==> config.mk <==
export PLATFORM = sky130hd
export DESIGN_NAME = cart_mode_sequencer_with_watchdog
export DESIGN_NICKNAME = d
export VERILOG_FILES = /design/src/hdl/cmsw_pkg.sv /design/src/hdl/cmsw_cfg_regs.sv /design/src/hdl/cmsw_core.sv /design/src/hdl/cart_mode_sequencer_with_watchdog.sv
export VERILOG_INCLUDE_DIRS = /design/src /design/src/hdl
export SDC_FILE = /design/constraint.sdc
export NUM_CORES = 1
export LEC_CHECK = 0
export BUFFER_PORTS_ARGS = -buffer_cell sky130_fd_sc_hd__buf_4
export CAP_MARGIN = 30
export CORE_AREA = 2 2 117 119
export CTS_CLUSTER_DIAMETER = 40
export CTS_CLUSTER_SIZE = 30
export DETAILED_ROUTE_END_ITERATION = 12
export DIE_AREA = 0 0 119 121
export PLACE_DENSITY_LB_ADDON = 0.25
export SKIP_CTS_REPAIR_TIMING = 1
export SLEW_MARGIN = 15
export SYNTH_ARGS = -nofsm -noshare
export SYNTH_HDL_FRONTEND = slang
export SYNTH_HIERARCHICAL = 1
export SYNTH_SLANG_ARGS = --single-unit
==> constraint.sdc <==
create_clock -name clk -period 5.75 [get_ports clk]
set_input_delay 0.8625 -clock clk [delete_from_list [all_inputs] [get_ports clk]]
set_output_delay 0.8625 -clock clk [all_outputs]
set_load 0.02 [all_outputs]
==> src/hdl/cart_mode_sequencer_with_watchdog_macros.svh <==
// ----------------------------------------------------------------------------
// Assertion macros
// Shared concurrent assertion helpers, clocked on clk and gated by rst_n.
// ----------------------------------------------------------------------------
`ifndef CART_MODE_SEQUENCER_WITH_WATCHDOG_MACROS_SVH
`define CART_MODE_SEQUENCER_WITH_WATCHDOG_MACROS_SVH

// same-cycle implication
`define CMSW_ASSERT_IMP(lbl, ante, cons, msg) \
  lbl: assert property (@(posedge clk) disable iff (!rst_n) (ante) |-> (cons)) \
    else $error(msg);

// next-cycle implication
`define CMSW_ASSERT_NXT(lbl, ante, cons, msg) \
  lbl: assert property (@(posedge clk) disable iff (!rst_n) (ante) |=> (cons)) \
    else $error(msg);

`endif

==> src/hdl/cmsw_pkg.sv <==
// ----------------------------------------------------------------------------
// cmsw_pkg
// Types, codes and reset values shared by the cart mode sequencer.
// ----------------------------------------------------------------------------
`default_nettype none

package cmsw_pkg;

  // operating modes
  localparam logic [1:0] MODE_MANUAL = 2'd0;
  localparam logic [1:0] MODE_AUTO   = 2'd1;
  localparam logic [1:0] MODE_ALARM  = 2'd2;

  // stage codes
  localparam logic [3:0] STG_IDLE     = 4'd0;
  localparam logic [3:0] STG_LEFT     = 4'd1;
  localparam logic [3:0] STG_MID_RUN  = 4'd5;
  localparam logic [3:0] STG_MID_SEEN = 4'd6;
  localparam logic [3:0] STG_MID_BACK = 4'd8;
  localparam logic [3:0] STG_RIGHT    = 4'd10;

  // configuration register indexes
  localparam logic [2:0] CFG_FULL_SPEED   = 3'd0;
  localparam logic [2:0] CFG_JOG_SPEED    = 3'd1;
  localparam logic [2:0] CFG_ALARM_TMO    = 3'd2;
  localparam logic [2:0] CFG_LEFT_THR     = 3'd3;
  localparam logic [2:0] CFG_MIDDLE_LOW   = 3'd4;
  localparam logic [2:0] CFG_MIDDLE_HIGH  = 3'd5;
  localparam logic [2:0] CFG_RIGHT_THR    = 3'd6;

  localparam int CFG_IDX_W  = 3;
  localparam int CFG_DATA_W = 13;
  localparam int TICK_W     = 14;

  localparam logic [TICK_W-1:0] TICK_MAX = {TICK_W{1'b1}};

  // reset values
  localparam logic [7:0]  RST_FULL_SPEED  = 8'd140;
  localparam logic [7:0]  RST_JOG_SPEED   = 8'd99;
  localparam logic [12:0] RST_ALARM_TMO   = 13'd4000;
  localparam logic [7:0]  RST_LEFT_THR    = 8'd75;
  localparam logic [7:0]  RST_MIDDLE_LOW  = 8'd95;
  localparam logic [7:0]  RST_MIDDLE_HIGH = 8'd175;
  localparam logic [7:0]  RST_RIGHT_THR   = 8'd195;
  localparam logic [7:0]  RST_PWM_HOLD    = 8'd159;

  typedef struct packed {
    logic       mode_switch;
    logic       mode_event;
    logic       button_left;
    logic       button_middle;
    logic       button_right;
    logic       left_end;
    logic       right_end;
    logic       middle_sensor;
    logic       jog_left;
    logic       jog_right;
    logic [7:0] analog_level;
  } in_item_t;

  typedef struct packed {
    logic [1:0] mode;
    logic [3:0] stage;
    logic       drive_left;
    logic       drive_right;
    logic [7:0] pwm_compare;
  } out_item_t;

  typedef struct packed {
    logic [7:0]  full_speed;
    logic [7:0]  jog_speed;
    logic [12:0] alarm_timeout;
    logic [7:0]  left_threshold;
    logic [7:0]  middle_low;
    logic [7:0]  middle_high;
    logic [7:0]  right_threshold;
  } cfg_t;

  // progression of a running stage from the position sensors
  function automatic logic [3:0] stage_advance(input logic [3:0] st,
                                               input logic le,
                                               input logic re,
                                               input logic mid);
    logic [3:0] nxt;
    nxt = st;
    case (st)
      STG_LEFT:     nxt = le ? STG_IDLE : STG_LEFT;
      STG_MID_RUN:  nxt = mid ? STG_MID_SEEN : (re ? STG_MID_BACK : STG_MID_RUN);
      STG_MID_SEEN: nxt = mid ? STG_MID_SEEN : STG_MID_BACK;
      STG_MID_BACK: nxt = mid ? STG_IDLE : STG_MID_BACK;
      STG_RIGHT:    nxt = re ? STG_IDLE : STG_RIGHT;
      default:      nxt = st;
    endcase
    return nxt;
  endfunction

endpackage

`default_nettype wire

==> src/hdl/cmsw_cfg_regs.sv <==
// ----------------------------------------------------------------------------
// cmsw_cfg_regs
// Configuration register file; one write per cycle, unknown indexes dropped.
// ----------------------------------------------------------------------------
`default_nettype none

module cmsw_cfg_regs (
  input  wire logic                             clk,
  input  wire logic                             rst_n,
  input  wire logic                             cfg_valid,
  output logic                                  cfg_ready,
  input  wire logic [cmsw_pkg::CFG_IDX_W-1:0]   cfg_index,
  input  wire logic [cmsw_pkg::CFG_DATA_W-1:0]  cfg_data,
  output cmsw_pkg::cfg_t                        cfg
);
  import cmsw_pkg::*;

  cfg_t cfg_r;
  cfg_t cfg_nxt;

  assign cfg_ready = 1'b1;
  assign cfg       = cfg_r;

  always_comb begin
    cfg_nxt = cfg_r;
    if (cfg_valid) begin
      unique case (cfg_index)
        CFG_FULL_SPEED:  cfg_nxt.full_speed      = cfg_data[7:0];
        CFG_JOG_SPEED:   cfg_nxt.jog_speed       = cfg_data[7:0];
        CFG_ALARM_TMO:   cfg_nxt.alarm_timeout   = cfg_data[12:0];
        CFG_LEFT_THR:    cfg_nxt.left_threshold  = cfg_data[7:0];
        CFG_MIDDLE_LOW:  cfg_nxt.middle_low      = cfg_data[7:0];
        CFG_MIDDLE_HIGH: cfg_nxt.middle_high     = cfg_data[7:0];
        CFG_RIGHT_THR:   cfg_nxt.right_threshold = cfg_data[7:0];
        default:         cfg_nxt = cfg_r;
      endcase
    end
  end

  always_ff @(posedge clk) begin
    if (!rst_n) begin
      cfg_r.full_speed      <= RST_FULL_SPEED;
      cfg_r.jog_speed       <= RST_JOG_SPEED;
      cfg_r.alarm_timeout   <= RST_ALARM_TMO;
      cfg_r.left_threshold  <= RST_LEFT_THR;
      cfg_r.middle_low      <= RST_MIDDLE_LOW;
      cfg_r.middle_high     <= RST_MIDDLE_HIGH;
      cfg_r.right_threshold <= RST_RIGHT_THR;
    end else begin
      cfg_r <= cfg_nxt;
    end
  end

endmodule

`default_nettype wire

==> src/hdl/cmsw_core.sv <==
// ----------------------------------------------------------------------------
// cmsw_core
// Mode, stage machines, move watchdog and PWM hold; one tick per step.
// ----------------------------------------------------------------------------
`default_nettype none
`include "cart_mode_sequencer_with_watchdog_macros.svh"

module cmsw_core (
  input  wire logic                clk,
  input  wire logic                rst_n,
  input  wire logic                step,
  input  wire cmsw_pkg::in_item_t  item,
  input  wire cmsw_pkg::cfg_t      cfg,
  output cmsw_pkg::out_item_t      res
);
  import cmsw_pkg::*;

  logic [1:0]        mode_r,  mode_nxt;
  logic [3:0]        man_stage_r, man_stage_nxt;
  logic [3:0]        auto_stage_r, auto_stage_nxt;
  logic [2:0]        pend_r,  pend_nxt;
  logic [TICK_W-1:0] ticks_r, ticks_nxt;
  logic [7:0]        pwm_r,   pwm_nxt;
  out_item_t         res_c;

  always_comb begin
    logic [1:0]        md;
    logic [3:0]        ms;
    logic [3:0]        as;
    logic [2:0]        pb;
    logic [TICK_W-1:0] tk;
    logic [7:0]        pw;
    logic [3:0]        st;
    logic              dl;
    logic              dr;
    logic              idle;

    md = mode_r;
    ms = man_stage_r;
    as = auto_stage_r;
    pw = pwm_r;
    st = STG_IDLE;
    dl = 1'b0;
    dr = 1'b0;
    pb = pend_r | {item.button_right, item.button_middle, item.button_left};

    if (item.mode_event) begin
      md = item.mode_switch ? MODE_AUTO : MODE_MANUAL;
      pb = 3'b000;
      ms = STG_IDLE;
      as = STG_IDLE;
    end

    // watchdog
    idle = (md == MODE_MANUAL && ms == STG_IDLE) || (md == MODE_AUTO && as == STG_IDLE);
    if (idle) begin
      tk = '0;
    end else if (ticks_r != TICK_MAX) begin
      tk = ticks_r + 1'b1;
    end else begin
      tk = ticks_r;
    end
    if (tk > {1'b0, cfg.alarm_timeout}) begin
      ms = STG_IDLE;
      as = STG_IDLE;
      md = MODE_ALARM;
    end

    if (md == MODE_MANUAL) begin
      if (ms == STG_IDLE) begin
        if (pb[0]) begin
          ms = STG_LEFT;
          pb[0] = 1'b0;
        end else if (pb[1]) begin
          ms = STG_MID_RUN;
          pb[1] = 1'b0;
        end else if (pb[2]) begin
          ms = STG_RIGHT;
          pb[2] = 1'b0;
        end
      end else begin
        ms = stage_advance(ms, item.left_end, item.right_end, item.middle_sensor);
      end
      st = ms;
      if (st == STG_LEFT || st == STG_MID_BACK) begin
        dl = 1'b1;
        pw = cfg.full_speed;
      end else if (st == STG_IDLE && item.jog_left && !item.jog_right && !item.left_end) begin
        dl = 1'b1;
        pw = cfg.jog_speed;
      end else if (st == STG_MID_RUN || st == STG_MID_SEEN || st == STG_RIGHT) begin
        dr = 1'b1;
        pw = cfg.full_speed;
      end else if (st == STG_IDLE && !item.jog_left && item.jog_right && !item.right_end) begin
        dr = 1'b1;
        pw = cfg.jog_speed;
      end
    end else if (md == MODE_AUTO) begin
      if (as == STG_IDLE) begin
        if (item.analog_level < cfg.left_threshold && !item.left_end) begin
          as = STG_LEFT;
        end else if (item.analog_level > cfg.middle_low &&
                     item.analog_level < cfg.middle_high && !item.middle_sensor) begin
          as = STG_MID_RUN;
        end else if (item.analog_level > cfg.right_threshold && !item.right_end) begin
          as = STG_RIGHT;
        end
      end else begin
        as = stage_advance(as, item.left_end, item.right_end, item.middle_sensor);
      end
      st = as;
      if (st == STG_LEFT || st == STG_MID_BACK) begin
        dl = 1'b1;
        pw = cfg.full_speed;
      end else if (st == STG_MID_RUN || st == STG_MID_SEEN || st == STG_RIGHT) begin
        dr = 1'b1;
        pw = cfg.full_speed;
      end
    end else begin
      pw = 8'd0;
      st = STG_IDLE;
    end

    mode_nxt          = md;
    man_stage_nxt     = ms;
    auto_stage_nxt    = as;
    pend_nxt          = pb;
    ticks_nxt         = tk;
    pwm_nxt           = pw;
    res_c.mode        = md;
    res_c.stage       = st;
    res_c.drive_left  = dl;
    res_c.drive_right = dr;
    res_c.pwm_compare = pw;
  end

  assign res = res_c;

  always_ff @(posedge clk) begin
    if (!rst_n) begin
      mode_r       <= MODE_MANUAL;
      man_stage_r  <= STG_IDLE;
      auto_stage_r <= STG_IDLE;
      pend_r       <= 3'b000;
      ticks_r      <= '0;
      pwm_r        <= RST_PWM_HOLD;
    end else if (step) begin
      mode_r       <= mode_nxt;
      man_stage_r  <= man_stage_nxt;
      auto_stage_r <= auto_stage_nxt;
      pend_r       <= pend_nxt;
      ticks_r      <= ticks_nxt;
      pwm_r        <= pwm_nxt;
    end
  end

  `CMSW_ASSERT_IMP(a_alarm_stages_idle, mode_r == MODE_ALARM, man_stage_r == STG_IDLE && auto_stage_r == STG_IDLE, "stage running in alarm")
  `CMSW_ASSERT_IMP(a_alarm_pwm_zero, mode_r == MODE_ALARM, pwm_r == 8'd0, "pwm hold nonzero in alarm")
  `CMSW_ASSERT_NXT(a_mode_event_mode, step && item.mode_event, mode_r == {1'b0, $past(item.mode_switch)}, "mode event did not select switch mode")

endmodule

`default_nettype wire

==> src/hdl/cart_mode_sequencer_with_watchdog.sv <==
// ----------------------------------------------------------------------------
// cart_mode_sequencer_with_watchdog
// Top level: input register, tick step logic, result register, config port.
// ----------------------------------------------------------------------------
// One request is one 1 ms tick and yields exactly one result. A request is
// taken every cycle while out_ready is high: it lands in an input register,
// the mode, stage, watchdog and PWM update happens in a single combinational
// pass from that register, and the result is held in an output register
// until taken, so throughput is one tick per cycle while out_ready is high.
// The config port is always ready; registers should be written only while no
// tick is in flight.
`default_nettype none

module cart_mode_sequencer_with_watchdog (
  input  wire logic                             clk,
  input  wire logic                             rst_n,
  input  wire logic                             in_valid,
  output logic                                  in_ready,
  input  wire cmsw_pkg::in_item_t               in_data,
  output logic                                  out_valid,
  input  wire logic                             out_ready,
  output cmsw_pkg::out_item_t                   out_data,
  input  wire logic                             cfg_valid,
  output logic                                  cfg_ready,
  input  wire logic [cmsw_pkg::CFG_IDX_W-1:0]   cfg_index,
  input  wire logic [cmsw_pkg::CFG_DATA_W-1:0]  cfg_data
);
  import cmsw_pkg::*;

  cfg_t      cfg;
  in_item_t  in_item_r;
  logic      in_vld_r;
  out_item_t out_item_r;
  logic      out_vld_r;
  out_item_t res;
  logic      adv;
  logic      step;

  assign adv       = !out_vld_r || out_ready;
  assign in_ready  = !in_vld_r || adv;
  assign step      = in_vld_r && adv;
  assign out_valid = out_vld_r;
  assign out_data  = out_item_r;

  cmsw_cfg_regs u_cfg (
    .clk       (clk),
    .rst_n     (rst_n),
    .cfg_valid (cfg_valid),
    .cfg_ready (cfg_ready),
    .cfg_index (cfg_index),
    .cfg_data  (cfg_data),
    .cfg       (cfg)
  );

  cmsw_core u_core (
    .clk   (clk),
    .rst_n (rst_n),
    .step  (step),
    .item  (in_item_r),
    .cfg   (cfg),
    .res   (res)
  );

  always_ff @(posedge clk) begin
    if (!rst_n) begin
      in_vld_r  <= 1'b0;
      out_vld_r <= 1'b0;
    end else begin
      if (in_ready) begin
        in_vld_r <= in_valid;
      end
      if (adv) begin
        out_vld_r <= in_vld_r;
      end
    end
  end

  always_ff @(posedge clk) begin
    if (in_valid && in_ready) begin
      in_item_r <= in_data;
    end
    if (step) begin
      out_item_r <= res;
    end
  end

endmodule

`default_nettype wire

==> out/qor.yml <==
run_status:
  outcome: "finished, final reports clean"
yosys:
  syn_area_um2: 7720
  synth.ff_latch_count: 132
  syn-num-nets: 926
  synth.mux.area_fraction: 0.111
  synth-compound-area-share: 0.141
  synth_cell_types: 84
  avgSynthCellArea_um2: 9.15
  yosys.area_share.simple: 0.225
  syn_inst: 843
  yosysSeqAreaShare: 0.387
  synthAdderAreaFrac: 0.0713
  synth-main-ff-cell: "dfxtp_1"
  synth_edf_count: 34
  synth-xor-area-share: 0.0102
  async_reset_ff_frac: 0
  synth_top_family_by_area: "simple AND/OR/NAND/NOR gates"
  yosys_warnings: 6
sta:
  setup_ws_ps: 395
  whs_ps: 459
  fmax_mhz: 187
  rsz0062_at_grt: "false"
  fin_skew_ps: 9.94
  period_share: 0.931
  hold_viol: 0
  finalSetupViolations: 0
  worst_pin_slew_ps: 852
  drv_slew: 0
  slew_headroom: 0.432
  min_period_ps: 5350
  setup_tns_ps: 0
global_route:
  grt_pass1_vias: 6046
  antenna_found_initial: 0
  grt_max_degree: 92
  grt_overflow: 0
  grt_pass1_wl_um: 30100
  grt_usage: 0.267
clock_tree:
  cts_buffer_depth: 2
  clkTransAtPathRegs_ps: 60
  clk_latency_ps: 420
  cts_made_buffers: 17
  htree_levels: 4
  cts-root-buf: "clkbuf_16"
  tritoncts: "done"
  cts.sinks: 132
run:
  max_cap_viol_count: 0
setup_path:
  critPathLaunchType: "register"
  arrival_ps: 5690
  path_class: "reg2reg"
  cp_max_fo: 10
  cp-end-kind: "register"
  cp.required_ps: 6080
  rr_worst_depth: 18
finish:
  antenna_cells: 0
  area_growth_pct: 15.7
  fin_cells: 1071
  final_nets: 965
  layout-drive-gt1-share: 0.144
routing:
  drt_iter0_drc: 572
  via_count: 6335
  viasPerCell: 5.92
  drc: 0
  wire_per_inst_um: 17.8
  firstDrtPassIters: 5
  drt_wl_total_um: 19100
  drtAntennaViolNets: 0
die:
  fp.dieH_um: 121
  die_width_um: 119
  ios: 58
  dieArea_um2: 14400
  core_um2: 13100
  initial_utilization: 0.590
  std_cell_rows: 42
power_and_ir_drop:
  p_per_area_nw_per_um2: 281
  p_leak_uw: 0.00388
  total_power_uw: 2510
  peakVddDrop_mv: 0.196
placement:
  dp.cells: 1039
  hpwl_um: 14100
  port-buffer-count: 56
  globalplace.congestion: 0.931
  dp_slack_ps: 383
worst_hold_path:
  min_path_type: "reg2reg"
  holdPathStages: 2
cell type report:
| cell class | count | area [um2] |
|---|---|---|
| inverters | 58 | 218 |
| clock inverters | 4 | 73.8 |
| repair buffers | 63 | 497 |
| fillers | 1054 | 4160 |
| clock buffers | 28 | 592 |
| flip-flops and latches | 132 | 2980 |
| well taps | 176 | 220 |
| multi-input cells | 610 | 4350 |
cells in the final DEF, fill, tap and decap left out, drive strengths merged, types with 15 or more instances in the layout:
| cell | n |
|---|---|
| dfxtp | 98 |
| nand2 | 85 |
| mux2i | 83 |
| nor2 | 69 |
| buf | 63 |
| inv | 59 |
| nor2b | 54 |
| ha | 44 |
| a21oi | 41 |
| o21ai | 35 |
| edfxtp | 34 |
| clkbuf | 28 |
| nand3 | 16 |
| nand4 | 15 |
worst max-delay path, stage by stage, from the launching register on:
cell	delay, ps
dfxtp_1	430
nand4_2	190
nor4_1	460
and3_1	350
nand4b_1	320
or3_1	160
a21oi_1	100
ha_1	330
nand4_1	120
or2_1	260
o2bb2ai_1	290
o21a_1	280
nor2_2	140
a221oi_4	550
nor2_2	120
a211oi_4	440
nand3b_1	160
or3b_1	360
a211oi_2	190
report_power, final:
group	internal (uW)	total [uW]	switching, uW	leakage (uW)
Sequential	991	1020	26.4	0.00112
Clock	791	1190	403	0.000328
Combinational	125	300	175	0.00243
Total	1910	2510	605	0.00388
synth_stat cells, types with 4 or more instances:
cell | instances | share of area
dfxtp_1 | 98 | 0.25
nand2_1 | 85 | 0.041
mux2i_1 | 83 | 0.11
nor2_1 | 67 | 0.033
inv_1 | 55 | 0.027
nor2b_1 | 53 | 0.043
ha_1 | 44 | 0.071
a21oi_1 | 41 | 0.027
edfxtp_1 | 34 | 0.13
clkbuf_1 | 27 | 0.013
o21ai_0 | 25 | 0.016
nand3_1 | 15 | 0.0097
nand4_1 | 14 | 0.011
nor3_1 | 13 | 0.0084
and3_1 | 10 | 0.0081
o21a_1 | 10 | 0.0097
a21o_1 | 9 | 0.0088
buf_2 | 9 | 0.0058
a211oi_1 | 8 | 0.0078
a22oi_1 | 7 | 0.0068
o211ai_1 | 7 | 0.0068
o21ai_1 | 7 | 0.0045
nand2b_1 | 6 | 0.0049
or3_1 | 6 | 0.0049
nor3b_1 | 5 | 0.0049
nor4_1 | 5 | 0.0041
xor2_1 | 5 | 0.0057
a221oi_1 | 4 | 0.0045
a32oi_1 | 4 | 0.0045
nand3b_1 | 4 | 0.0039
nand4b_1 | 4 | 0.0045
xnor2_1 | 4 | 0.0045
flip-flops by register name, summed over array words and instances, names as in the netlist:
signal / flops
u_cfg/cfg: 61
in_item_r: 18
out_data: 16
u_core/ticks_r: 14
u_core/pwm_r: 8
u_core/auto_stage_r: 4
u_core/man_stage_r: 4
u_core/pend_r: 3
u_core/mode_r: 2
in_vld_r: 1
out_valid: 1
stage by stage:
step                instance area, um2  utilization
detailed placement                8240        0.630
global placement                  8200        0.627
global route                      8930        0.682
floorplan                         7720            -
CTS                               8900        0.681
finish                            8930        0.682
logic make-up after synthesis:
kind of cell / count (synthesis)
simple gates: 318
xor+xnor: 9
mux: 85
compound gates: 153
fa+ha+maj: 44
other cells: 1
buf+inv: 101
flops: 132
worst paths after layout:
path,startpoint,end,slack [ps]
max,u_core/ticks_r[3],u_core/pwm_r[5],400
min,u_cfg/cfg[35],u_cfg/cfg[35],460
max reg2reg,u_core/ticks_r[3],u_core/pwm_r[5],400
min reg2reg,u_cfg/cfg[35],u_cfg/cfg[35],460
metal layers:
layer  GRT usage  up-vias  wire length, um
met4       0.106        0              632
met2       0.449      220             9020
met3      0.0587       45              979
met1       0.334     2979             8450
li1            -     3091                -
met5           0        -                0
No activity file was read; power rests on OpenSTA's default activity.
